## src/sv/plt_pkg.sv

```systemverilog
// ----------------------------------------------------------------------------
// plt_pkg
// shared types, codes and constants of the peer liveness table
// ----------------------------------------------------------------------------
package plt_pkg;

  localparam int TABLE_DEPTH_DEF = 16;

  localparam logic [7:0]  RESPONSE_CHANCES_RST = 8'd1;
  localparam logic [15:0] DISCOVERY_PORT_RST   = 16'd28181;

  typedef enum logic [1:0] {
    FN_HEARD   = 2'd0,
    FN_GOODBYE = 2'd1,
    FN_TICK    = 2'd2,
    FN_NONE    = 2'd3
  } func_t;

  typedef enum logic [1:0] {
    EV_FOUND   = 2'd0,
    EV_TIMEOUT = 2'd1,
    EV_GOODBYE = 2'd2,
    EV_REJECT  = 2'd3
  } event_t;

  typedef enum logic {
    CFG_RESPONSE_CHANCES = 1'b0,
    CFG_DISCOVERY_PORT   = 1'b1
  } cfg_index_t;

  typedef enum logic [1:0] {
    ST_IDLE,
    ST_SCAN,
    ST_INSERT,
    ST_FLUSH
  } state_t;

  typedef struct packed {
    func_t       func;
    logic [47:0] peer_endpoint;
    logic [31:0] discovery_ip;
  } in_word_t;

  typedef struct packed {
    event_t      event_res;
    logic [3:0]  slot;
    logic [47:0] peer_address;
    logic [47:0] discovery_endpoint;
    logic        last;
  } out_word_t;

  typedef struct packed {
    logic        valid;
    logic [47:0] endpoint;
    logic [31:0] disc_ip;
    logic [8:0]  chances;
  } entry_t;

  typedef struct packed {
    func_t op;
    logic  insert;
  } head_ctrl_t;

  typedef struct packed {
    logic   emit;
    event_t ev;
    logic   match;
    logic   free;
  } head_stat_t;

  function automatic logic [47:0] make_disc(input logic [31:0] ip, input logic [15:0] port);
    return {ip, port};
  endfunction

endpackage

```

## src/sv/plt_cell.sv

```systemverilog
// ----------------------------------------------------------------------------
// plt_cell
// one table entry of the ring, handed to its neighbour on every shift
// ----------------------------------------------------------------------------
module plt_cell (
  input  logic            clk,
  input  logic            rst,
  input  logic            shift,
  input  plt_pkg::entry_t d,
  output plt_pkg::entry_t q
);
  import plt_pkg::*;

  logic        valid;
  logic [47:0] endpoint;
  logic [31:0] disc_ip;
  logic [8:0]  chances;

  always_ff @(posedge clk) begin
    if (rst) begin
      valid <= 1'b0;
    end else if (shift) begin
      valid <= d.valid;
    end
  end

  always_ff @(posedge clk) begin
    if (shift) begin
      endpoint <= d.endpoint;
      disc_ip  <= d.disc_ip;
      chances  <= d.chances;
    end
  end

  assign q = '{valid: valid, endpoint: endpoint, disc_ip: disc_ip, chances: chances};

endmodule

```

## src/sv/plt_head.sv

```systemverilog
// ----------------------------------------------------------------------------
// plt_head
// update logic at the ring head: refresh, remove, age and insert
// ----------------------------------------------------------------------------
module plt_head #(
  parameter int TABLE_DEPTH = plt_pkg::TABLE_DEPTH_DEF
) (
  input  plt_pkg::head_ctrl_t              ctrl,
  input  logic [$clog2(TABLE_DEPTH)-1:0]   idx,
  input  logic [$clog2(TABLE_DEPTH)-1:0]   ins_idx,
  input  plt_pkg::entry_t                  cur,
  input  logic [47:0]                      ep,
  input  logic [31:0]                      ip,
  input  logic [8:0]                       refill,
  output plt_pkg::entry_t                  entry_next,
  output plt_pkg::head_stat_t              stat
);
  import plt_pkg::*;

  logic match;

  assign match = cur.valid && (cur.endpoint == ep);

  always_comb begin
    entry_next = cur;
    stat       = '{emit: 1'b0, ev: EV_FOUND, match: 1'b0, free: 1'b0};
    if (ctrl.insert) begin
      if (idx == ins_idx) begin
        entry_next = '{valid: 1'b1, endpoint: ep, disc_ip: ip, chances: refill};
      end
    end else begin
      case (ctrl.op)
        FN_HEARD: begin
          stat.free = !cur.valid;
          if (match) begin
            stat.match         = 1'b1;
            entry_next.chances = refill;
          end
        end
        FN_GOODBYE: begin
          if (match) begin
            entry_next.valid = 1'b0;
            stat.emit        = 1'b1;
            stat.ev          = EV_GOODBYE;
          end
        end
        FN_TICK: begin
          if (cur.valid) begin
            if (cur.chances == 9'd0) begin
              entry_next.valid = 1'b0;
              stat.emit        = 1'b1;
              stat.ev          = EV_TIMEOUT;
            end else begin
              entry_next.chances = cur.chances - 9'd1;
            end
          end
        end
        default: begin
        end
      endcase
    end
  end

endmodule

```

## src/sv/peer_liveness_table.sv

```systemverilog
// ----------------------------------------------------------------------------
// peer_liveness_table
// heartbeat membership table with per-peer miss counters
// ----------------------------------------------------------------------------
// The table is a ring of TABLE_DEPTH entry cells. Each accepted word with a
// used function code rotates the ring once, one slot per cycle while no result
// is held up, through an update unit at the head, so slots are visited in
// ascending order and every entry is back in place after a full rotation. A
// goodbye, a tick, a heard-alive for a known peer or a heard-alive into a full
// table takes one rotation and a flush of the holding register before the next
// acceptance; a heard-alive for a new peer with a free slot needs a second
// rotation to write the lowest free slot. A word with the unused function code
// is dropped, and the next word can be accepted in the following cycle. The
// rotation pauses while a result cannot move because the result channel stalls.
// Result words for one input pass through a one-word holding register so that
// the last one can be marked; the result channel has its own output register.
module peer_liveness_table #(
  parameter int TABLE_DEPTH = plt_pkg::TABLE_DEPTH_DEF
) (
  input  logic                 clk,
  input  logic                 rst,
  input  logic                 req_valid,
  output logic                 req_stall,
  input  plt_pkg::in_word_t    req_word,
  output logic                 res_valid,
  input  logic                 res_stall,
  output plt_pkg::out_word_t   res_word,
  input  logic                 cfg_valid,
  output logic                 cfg_ready,
  input  plt_pkg::cfg_index_t  cfg_index,
  input  logic [15:0]          cfg_data
);
  import plt_pkg::*;

  localparam int IDX_W = $clog2(TABLE_DEPTH);

  state_t state, state_next;

  logic [7:0]  response_chances;
  logic [15:0] discovery_port;

  func_t       op;
  logic [47:0] cmd_ep;
  logic [31:0] cmd_ip;

  logic [IDX_W-1:0] idx;
  logic [IDX_W-1:0] free_idx;
  logic             match_found;
  logic             free_found;

  logic      pend_valid;
  out_word_t pend;

  entry_t     ring_q [TABLE_DEPTH];
  entry_t     head_next;
  head_stat_t hs;
  head_ctrl_t hctrl;

  logic       accept;
  logic       out_free;
  logic       last_step;
  logic       step_ok;
  logic       match_now;
  logic       free_now;
  logic [IDX_W-1:0] free_idx_now;
  logic [8:0] refill;

  logic       ring_shift;
  logic       push;
  out_word_t  push_word;
  logic       pend_load;
  logic       pend_clear;
  out_word_t  pend_new;

  assign cfg_ready = 1'b1;
  assign req_stall = (state != ST_IDLE);
  assign accept    = req_valid && !req_stall;
  assign out_free  = !res_valid || !res_stall;
  assign last_step = (idx == IDX_W'(TABLE_DEPTH - 1));
  assign refill    = {1'b0, response_chances} + 9'd1;

  assign match_now    = match_found || hs.match;
  assign free_now     = free_found || hs.free;
  assign free_idx_now = free_found ? free_idx : idx;

  assign hctrl = '{op: op, insert: (state == ST_INSERT)};

  // config registers
  always_ff @(posedge clk) begin
    if (rst) begin
      response_chances <= RESPONSE_CHANCES_RST;
      discovery_port   <= DISCOVERY_PORT_RST;
    end else if (cfg_valid && cfg_ready) begin
      case (cfg_index)
        CFG_RESPONSE_CHANCES: response_chances <= cfg_data[7:0];
        CFG_DISCOVERY_PORT:   discovery_port   <= cfg_data;
        default: begin
        end
      endcase
    end
  end

  // ring of entry cells
  for (genvar i = 0; i < TABLE_DEPTH; i++) begin : g_cell
    entry_t d;
    if (i == TABLE_DEPTH - 1) begin : g_tail
      assign d = head_next;
    end else begin : g_mid
      assign d = ring_q[i+1];
    end
    plt_cell u_cell (
      .clk   (clk),
      .rst   (rst),
      .shift (ring_shift),
      .d     (d),
      .q     (ring_q[i])
    );
  end

  plt_head #(
    .TABLE_DEPTH (TABLE_DEPTH)
  ) u_head (
    .ctrl       (hctrl),
    .idx        (idx),
    .ins_idx    (free_idx),
    .cur        (ring_q[0]),
    .ep         (cmd_ep),
    .ip         (cmd_ip),
    .refill     (refill),
    .entry_next (head_next),
    .stat       (hs)
  );

  assign step_ok = !(hs.emit && pend_valid && !out_free);

  // next state
  always_comb begin
    state_next = state;
    case (state)
      ST_IDLE: begin
        if (accept && (req_word.func != FN_NONE)) begin
          state_next = ST_SCAN;
        end
      end
      ST_SCAN: begin
        if (step_ok && last_step) begin
          if ((op == FN_HEARD) && !match_now && free_now) begin
            state_next = ST_INSERT;
          end else begin
            state_next = ST_FLUSH;
          end
        end
      end
      ST_INSERT: begin
        if (last_step) begin
          state_next = ST_FLUSH;
        end
      end
      ST_FLUSH: begin
        if (!pend_valid || out_free) begin
          state_next = ST_IDLE;
        end
      end
      default: state_next = ST_IDLE;
    endcase
  end

  // datapath controls
  always_comb begin
    ring_shift = 1'b0;
    push       = 1'b0;
    push_word  = pend;
    pend_load  = 1'b0;
    pend_clear = 1'b0;
    pend_new   = '{event_res: hs.ev, slot: 4'(idx), peer_address: ring_q[0].endpoint,
                   discovery_endpoint: make_disc(ring_q[0].disc_ip, discovery_port),
                   last: 1'b0};
    case (state)
      ST_SCAN: begin
        ring_shift = step_ok;
        if (step_ok && hs.emit) begin
          push           = pend_valid;
          push_word.last = 1'b0;
          pend_load      = 1'b1;
        end
        if (step_ok && last_step && (op == FN_HEARD) && !match_now && !free_now) begin
          pend_load = 1'b1;
          pend_new  = '{event_res: EV_REJECT, slot: 4'd0, peer_address: cmd_ep,
                        discovery_endpoint: make_disc(cmd_ip, discovery_port),
                        last: 1'b0};
        end
      end
      ST_INSERT: begin
        ring_shift = 1'b1;
        if (last_step) begin
          pend_load = 1'b1;
          pend_new  = '{event_res: EV_FOUND, slot: 4'(free_idx), peer_address: cmd_ep,
                        discovery_endpoint: make_disc(cmd_ip, discovery_port),
                        last: 1'b0};
        end
      end
      ST_FLUSH: begin
        if (pend_valid && out_free) begin
          push           = 1'b1;
          push_word.last = 1'b1;
          pend_clear     = 1'b1;
        end
      end
      default: begin
      end
    endcase
  end

  always_ff @(posedge clk) begin
    if (rst) begin
      state <= ST_IDLE;
    end else begin
      state <= state_next;
    end
  end

  // command word
  always_ff @(posedge clk) begin
    if (accept) begin
      op     <= req_word.func;
      cmd_ep <= req_word.peer_endpoint;
      cmd_ip <= req_word.discovery_ip;
    end
  end

  // slot counter and search flags
  always_ff @(posedge clk) begin
    if (rst) begin
      idx         <= '0;
      match_found <= 1'b0;
      free_found  <= 1'b0;
      free_idx    <= '0;
    end else if (accept) begin
      idx         <= '0;
      match_found <= 1'b0;
      free_found  <= 1'b0;
    end else if (ring_shift) begin
      idx <= last_step ? '0 : idx + IDX_W'(1);
      if (state == ST_SCAN) begin
        match_found <= match_now;
        free_found  <= free_now;
        free_idx    <= free_idx_now;
      end
    end
  end

  // holding register
  always_ff @(posedge clk) begin
    if (rst) begin
      pend_valid <= 1'b0;
    end else if (pend_load) begin
      pend_valid <= 1'b1;
    end else if (pend_clear) begin
      pend_valid <= 1'b0;
    end
  end

  always_ff @(posedge clk) begin
    if (pend_load) begin
      pend <= pend_new;
    end
  end

  // output register
  always_ff @(posedge clk) begin
    if (rst) begin
      res_valid <= 1'b0;
    end else if (push) begin
      res_valid <= 1'b1;
    end else if (!res_stall) begin
      res_valid <= 1'b0;
    end
  end

  always_ff @(posedge clk) begin
    if (push) begin
      res_word <= push_word;
    end
  end

endmodule
```

## config.mk

```make
export PLATFORM = sky130hd
export DESIGN_NAME = peer_liveness_table
export DESIGN_NICKNAME = d
export VERILOG_FILES = /design/src/sv/plt_pkg.sv /design/src/sv/plt_cell.sv /design/src/sv/plt_head.sv /design/src/sv/peer_liveness_table.sv
export SDC_FILE = /design/constraint.sdc
export NUM_CORES = 2
export LEC_CHECK = 0
export ABC_AREA = 1
export BUFFER_PORTS_ARGS = -buffer_cell sky130_fd_sc_hd__buf_2
export CELL_PAD_IN_SITES_DETAIL_PLACEMENT = 1
export CELL_PAD_IN_SITES_GLOBAL_PLACEMENT = 1
export CORE_AREA = 3 3 331 333
export DETAILED_ROUTE_END_ITERATION = 16
export DIE_AREA = 0 0 334 336
export PLACE_DENSITY_LB_ADDON = 0.2
export SLEW_MARGIN = 20
export SYNTH_ARGS = -nofsm -noshare
export SYNTH_HDL_FRONTEND = slang
export SYNTH_SLANG_ARGS = --single-unit
export TNS_END_PERCENT = 50
```

## constraint.sdc

```tcl
create_clock -name clk -period 53.7 [get_ports clk]
set_input_delay 0 -clock clk [delete_from_list [all_inputs] [get_ports clk]]
set_output_delay 0 -clock clk [all_outputs]
set_load 0.05 [all_outputs]
```

* Word-level counts from Yosys, hierarchy flattened
Index checks and enable logic that the tools add are counted.
Widths: inputs -> output; s select.
** Storage, ports and cells
- Register bits :: 1766
- Input port bits :: 104
- Output and inout port bits :: 106
- Word-level logic and storage cells :: 188
** Operators by class
- Mux-type cells :: 45
- Bitwise operators :: 3
- Equal/unequal tests :: 14
- Add/subtract/negate cells :: 3
- Reduce and logical (&&, ||, !) cells :: 37
** Operators by type and width (number)
- $mux 103 :: 2
- $pmux 103 s2 :: 1
- $mux 90 :: 1
- $mux 80 :: 1
- $eq 48x48->1 :: 1
- $mux 9 :: 4
- $mux 1 :: 18
- $pmux 9 s2 :: 1
- $logic_and 1x1->1 :: 13
- $mux 2 :: 5
- $pmux 1 s2 :: 5
- $add 8x1->9 const B :: 1
- $logic_not 1->1 :: 9
- $logic_not 9->1 :: 1
- $mux 3 :: 3
- $sub 9x1->9 const B :: 1
- $ne 2x2->1 const B :: 4
- $pmux 2 s4 :: 1
- $reduce_and 4->1 :: 2
- $eq 2x2->1 const B :: 3
- $pmux 3 s2 :: 1
- $reduce_and 2->1 :: 3
- $mux 5 :: 1
- $add 4x1->4 const B :: 1
- other kinds (10) :: 19

* Longest topological paths before layout
- Word-level depth :: 15
- Gate-level depth with buffers :: 18
- Gate-level depth less buffers :: 18

* By module
A second synthesis with hierarchy kept.
** Unflattened totals
- Cell total of the unflattened synthesis :: 3003
- Area total of the unflattened synthesis :: 58945.3 um^2
** By module, submodules not included
- plt_cell :: area each 2725.1 um^2, times used 16, sequential area each 2692.6 um^2, cells an instance 97
- peer_liveness_table :: area each 12539.5 um^2, times used 1, sequential area each 9379.0 um^2, cells an instance 937
- plt_head :: area each 2803.9 um^2, times used 1, sequential area each 0.0 um^2, cells an instance 514

* Worst setup path after synthesis
No wires, ideal clock.
- Path kind :: register -> register
- Start :: register state[0]
- End :: register idx[0]
- Arrival :: 17998 ps
- Required time :: 52869 ps
- Period minus slack after synthesis :: 18829 ps
- Path slack :: 34871 ps
- Buffers on the path :: 1
- Setup time :: 831 ps
- Stages on the path, launching flop included :: 13
- Path through :: dfxtp_1 inv_1 ha_1 clkinv_1 nand2_1 nor2_1 nand3_2 nand2_2 nand2_2 nand2_2 nand2_4 buf_2 a211oi_2
** On the way
- Cells in the longest elaborated chain, start to end :: 6
- Elaborated cells on any way between the ends :: 11
- Those cells by class :: eq/ne (2); mux (2); reduce/logical (7)
** Ends and longest elaborated chain
- from (decl) :: line peer_liveness_table.sv:37 : state_t state, state_next;
- from (signal assigned) :: line peer_liveness_table.sv:218 : state <= state_next;
- $eq 2x2->1 :: line peer_liveness_table.sv:86, peer_liveness_table.sv:178
- $mux 5 :: line plt_head.sv:27 : if (ctrl.insert) begin
- $logic_and 1x1->1 (2 in a row) :: line peer_liveness_table.sv:134 : assign step_ok = !(hs.emit && pend_valid && !out_free);
- $logic_not 1->1 :: line peer_liveness_table.sv:134
- $pmux 1 s2 :: line peer_liveness_table.sv:178 : case (state)
- to (signal assigned) :: line peer_liveness_table.sv:243 : idx <= last_step ? '0 : idx + IDX_W'(1);
- to (decl) :: line peer_liveness_table.sv:46 : logic [IDX_W-1:0] idx;
Several ways; a longest one is shown, not always the timed one.
A chain may end at the register's enable or synchronous reset.

* Worst setup path in the final report
- Start :: register state[0]
- End :: register g_cell[9].u_cell.endpoint[14] (enable)
** On the way
- Cells in the longest elaborated chain, start to end :: 6
- Elaborated cells on any way between the ends :: 7
- Those cells by class :: eq/ne (2); mux (2); reduce/logical (3)
** Ends and longest elaborated chain
- $eq 2x2->1 :: line peer_liveness_table.sv:86, peer_liveness_table.sv:178
- $mux 5 :: line plt_head.sv:27
- $logic_and 1x1->1 (2 in a row) :: line peer_liveness_table.sv:134
- $logic_not 1->1 :: line peer_liveness_table.sv:134
- $pmux 1 s2 (*) :: line peer_liveness_table.sv:178
- to (signal assigned) :: line plt_cell.sv:29 : endpoint <= d.endpoint;
- to (decl) :: line plt_cell.sv:15 : logic [47:0] endpoint;
Mark *: on every way between the ends. The rest lies on a longest branch, timed or not.

==> results_dict.tcl <==
set metrics [dict create \
    outcome "complete, no violations" \
    ios 210 \
    fill_cells 9171 \
    via_per_inst 5.518 \
    cp.required_ps 54080 \
    synth_top_family_by_area "simple AND/OR/NAND/NOR gates" \
    numCtsBuffers 174 \
    dr.first_iter.drc_count 2863 \
    insertion_delay_ps 760 \
    synth_fa_ha_area_frac 0.002511 \
    drv_cap 0 \
    reg2reg_depth 12 \
    netlist.area_leader.share 0.8594 \
    p_leak_nw 24.17 \
    path_cells "inv_1 > ha_1 > clkinv_1 > nand3_1 > nand2_2 > nand2_2 > nand2_2 > nand2_8 > buf_12 > buf_4 > buf_12 > buf_16" \
    ff_latch_area_um2 52460 \
    cts_setup_buffers 0 \
    fp.dieH_um 336 \
    ctsResizeCount 0 \
    antenna_left 0 \
    routed_wirelength_um 127500 \
    synth-simple-area-share 0.06230 \
    fin_crit_ps 6728 \
    hold_viol 0 \
    cts.path.max_buffers 3 \
    cp_slowest_cell "buf_4" \
    cts.sinks 1765 \
    synth_nets 3437 \
    drt_pass1_iterations 5 \
    drc_errors 0 \
    grt_use_total 0.2292 \
    cp_top_family "buffers and inverters" \
    grt_pass1_vias 32200 \
    final.setup.tns_ps 0 \
    design_power_total_mw 3.863 \
    synth_flop_cell "edfxtp_1" \
    synth_edf_count 1711 \
    setup_violations 0 \
    seq_area_frac_synth 0.8775 \
    instances_no_fill 5395 \
    hold_buffers 210 \
    nNetsFinal 3963 \
    critPathLaunchType "register" \
    area_growth_pct 17.11 \
    die_area_um2 112200 \
    crit_path_max_incr_delay_ps 880 \
    place_congestion 0.7824 \
    ys_seq_elements 1765 \
    yosysMostFrequentCell "edfxtp_1" \
    min_period_over_period 0.1253 \
    fmax_mhz 148.6 \
    grt_first_pass_wirelength_um 192500 \
    critPathBufInv 6 \
    synth-compound-area-share 0.03357 \
    rsz0062_at_grt "false" \
    place_inst 4862 \
    syn_inst 3321 \
    dr_total_vias 29770 \
    cts-root-buf "clkbuf_16" \
    grt-ovfl-total 0 \
    antenna_found_initial 4 \
    crit_type "reg2reg" \
    wire_per_inst_um 23.64 \
    end_kind "register" \
    p_per_area_nw_per_um2 55.18 \
    cts_tree "done" \
    core_area_um2 106900 \
    cp_common_cell "nand2_2" \
    portBuffers 208 \
    synth_area_leaders "edfxtp_1, nand2_1, dfxtp_1" \
    fin_skew_ps 31.34 \
    synthTopCellsByCount "edfxtp_1, nand2_1, nor2_1" \
    synth_area_leader_cell "edfxtp_1" \
    htreeDepth 4 \
    grt_start_max_net_pins 222 \
    ir_worst_vdd_v 0.00004881 \
    synth_area_um2 59790 \
    drive_gt1_frac 0.1514 \
    slew_headroom 0.2544 \
    die_x_um 334 \
    yosys.cell_types.count 41 \
    async_flop_share 0 \
    cp.arrival_ps 7110 \
    cp.depth 12 \
    synth_area_per_cell_um2 18.00 \
    muxShareOfSynthArea 0 \
    min_delay_path_depth 4 \
    hold_path_class "in2reg" \
    ys.warnings.count 0 \
    worstMarginPinSlew_ps 1118 \
    clk_pin_slew_ps 60 \
    synthXorXnorAreaFrac 0.001904 \
    critical_path.max_fanout 214 \
    std_cell_rows 120 \
    dp_hpwl_um 67130 \
    drv_slew 0 \
    initial_core_util 0.5593 \
    multi_input_comb_area_um2 6063 \
]
[area by class of cell]
type                       count  area share
antenna                        2  0.00007148
clock buffer                 221     0.06593
clock inverter                98     0.01247
inverter                     214     0.01156
multi-input combinational   1249     0.08660
sequential                  1765      0.7493
tap                         1403     0.02507
timing repair buffer         443     0.04900
[state kept, by name (all words and copies together), names as in the netlist]
| register | cells |
|---|---|
| cmd_ep | 48 |
| cmd_ip | 32 |
| discovery_port | 16 |
| free_found | 1 |
| free_idx | 4 |
| g_cell.u_cell.chances | 144 |
| g_cell.u_cell.disc_ip | 512 |
| g_cell.u_cell.endpoint | 768 |
| g_cell.u_cell.valid | 16 |
| idx | 4 |
| match_found | 1 |
| op | 2 |
| pend | 102 |
| pend_valid | 1 |
| res_valid | 1 |
| res_word | 103 |
| response_chances | 8 |
| state | 2 |
[through the flow]
stage / setup slack [ps] / area (µm²) / hold WS [ps] / utilization
6_report: 46970 / 70010 / 82.72 / 0.6549
3_3_place_gp: 47510 / 62340 / 178.6 / 0.5831
4_1_cts: 47180 / 69930 / 2.773 / 0.6542
3_5_place_dp: 47140 / 62340 / 178.3 / 0.5832
2_1_floorplan: 34870 / 59790 / 98.87 / -
5_1_grt: 46540 / 70010 / 60.21 / 0.6549
[per-layer routing]
layer / share of wire / vias up / GRT usage / routed length (µm)
li1: - / 13240 / - / -
met4: 0.041 / 0 / 0.1061 / 5239
met5: 0 / - / 0 / 0
met3: 0.050 / 351 / 0.03665 / 6379
met1: 0.40 / 15160 / 0.2961 / 51470
met2: 0.51 / 1019 / 0.3871 / 64440
[logic make-up after synthesis]
logic type                 count (synthesis)
xor gates and xnor gates                  13
adders and majority gates                 12
AOI/OAI and AO/OA                        350
and+or+nand+nor                          873
DFF                                     1765
buffers and inverters                    307
other                                      1
[layout by cell type (no fill, tap or decap), types with 3 or more instances in the layout]
cell           netlist  final
a21oi_1             92     92
a21oi_2             28     28
buf_12               0      3
buf_2               25    208
buf_4                2     14
buf_6               15      6
bufinv_16            0     12
clkbuf_1            48     43
clkbuf_16            0    178
clkinv_1             3     38
clkinv_2             0     31
clkinv_8             0      4
clkinvlp_4           0      8
dfxtp_1             54     54
dlygate4sd3_1        0    210
edfxtp_1          1711   1711
ha_1                12     10
inv_1              180    178
inv_2               30     29
inv_6                0      8
nand2_1            471    467
nand2_2             29     29
nand2_4              3      6
nand3_1             89     89
nand3_2             26     26
nand4_1             11     11
nor2_1             233    233
nor3_1               5      5
o211ai_1            10     10
o21ai_0            131    131
o22ai_1             81     81
xor2_1              12     12
[tightest hold or removal path, cell delays in order]
cell,delay [ps]
dlygate4sd3_1,550
buf_2,140
nand2_1,60
nand3_1,60
[report_power, final]
| group | internal [mW] | leakage [nW] | switching, mW | total, mW |
|---|---|---|---|---|
| sequential | 2.04 | 16.1 | 0.132 | 2.17 |
| clock | 0.668 | 2.67 | 0.502 | 1.17 |
| combinational | 0.114 | 5.41 | 0.411 | 0.525 |
| total | 2.82 | 24.2 | 1.04 | 3.86 |
[final timing paths]
kind / endpoint / startpoint / slack, ps
worst max-delay path: g_cell[9].u_cell.endpoint[14] / state[0] / 46970
worst min register to register: g_cell[0].u_cell.disc_ip[12] / g_cell[1].u_cell.disc_ip[12] / 400
worst max register to register: g_cell[9].u_cell.endpoint[14] / state[0] / 46970
worst min-delay path: discovery_port[4] / cfg_data[4] / 80
Power figures use the tool's default switching activity.
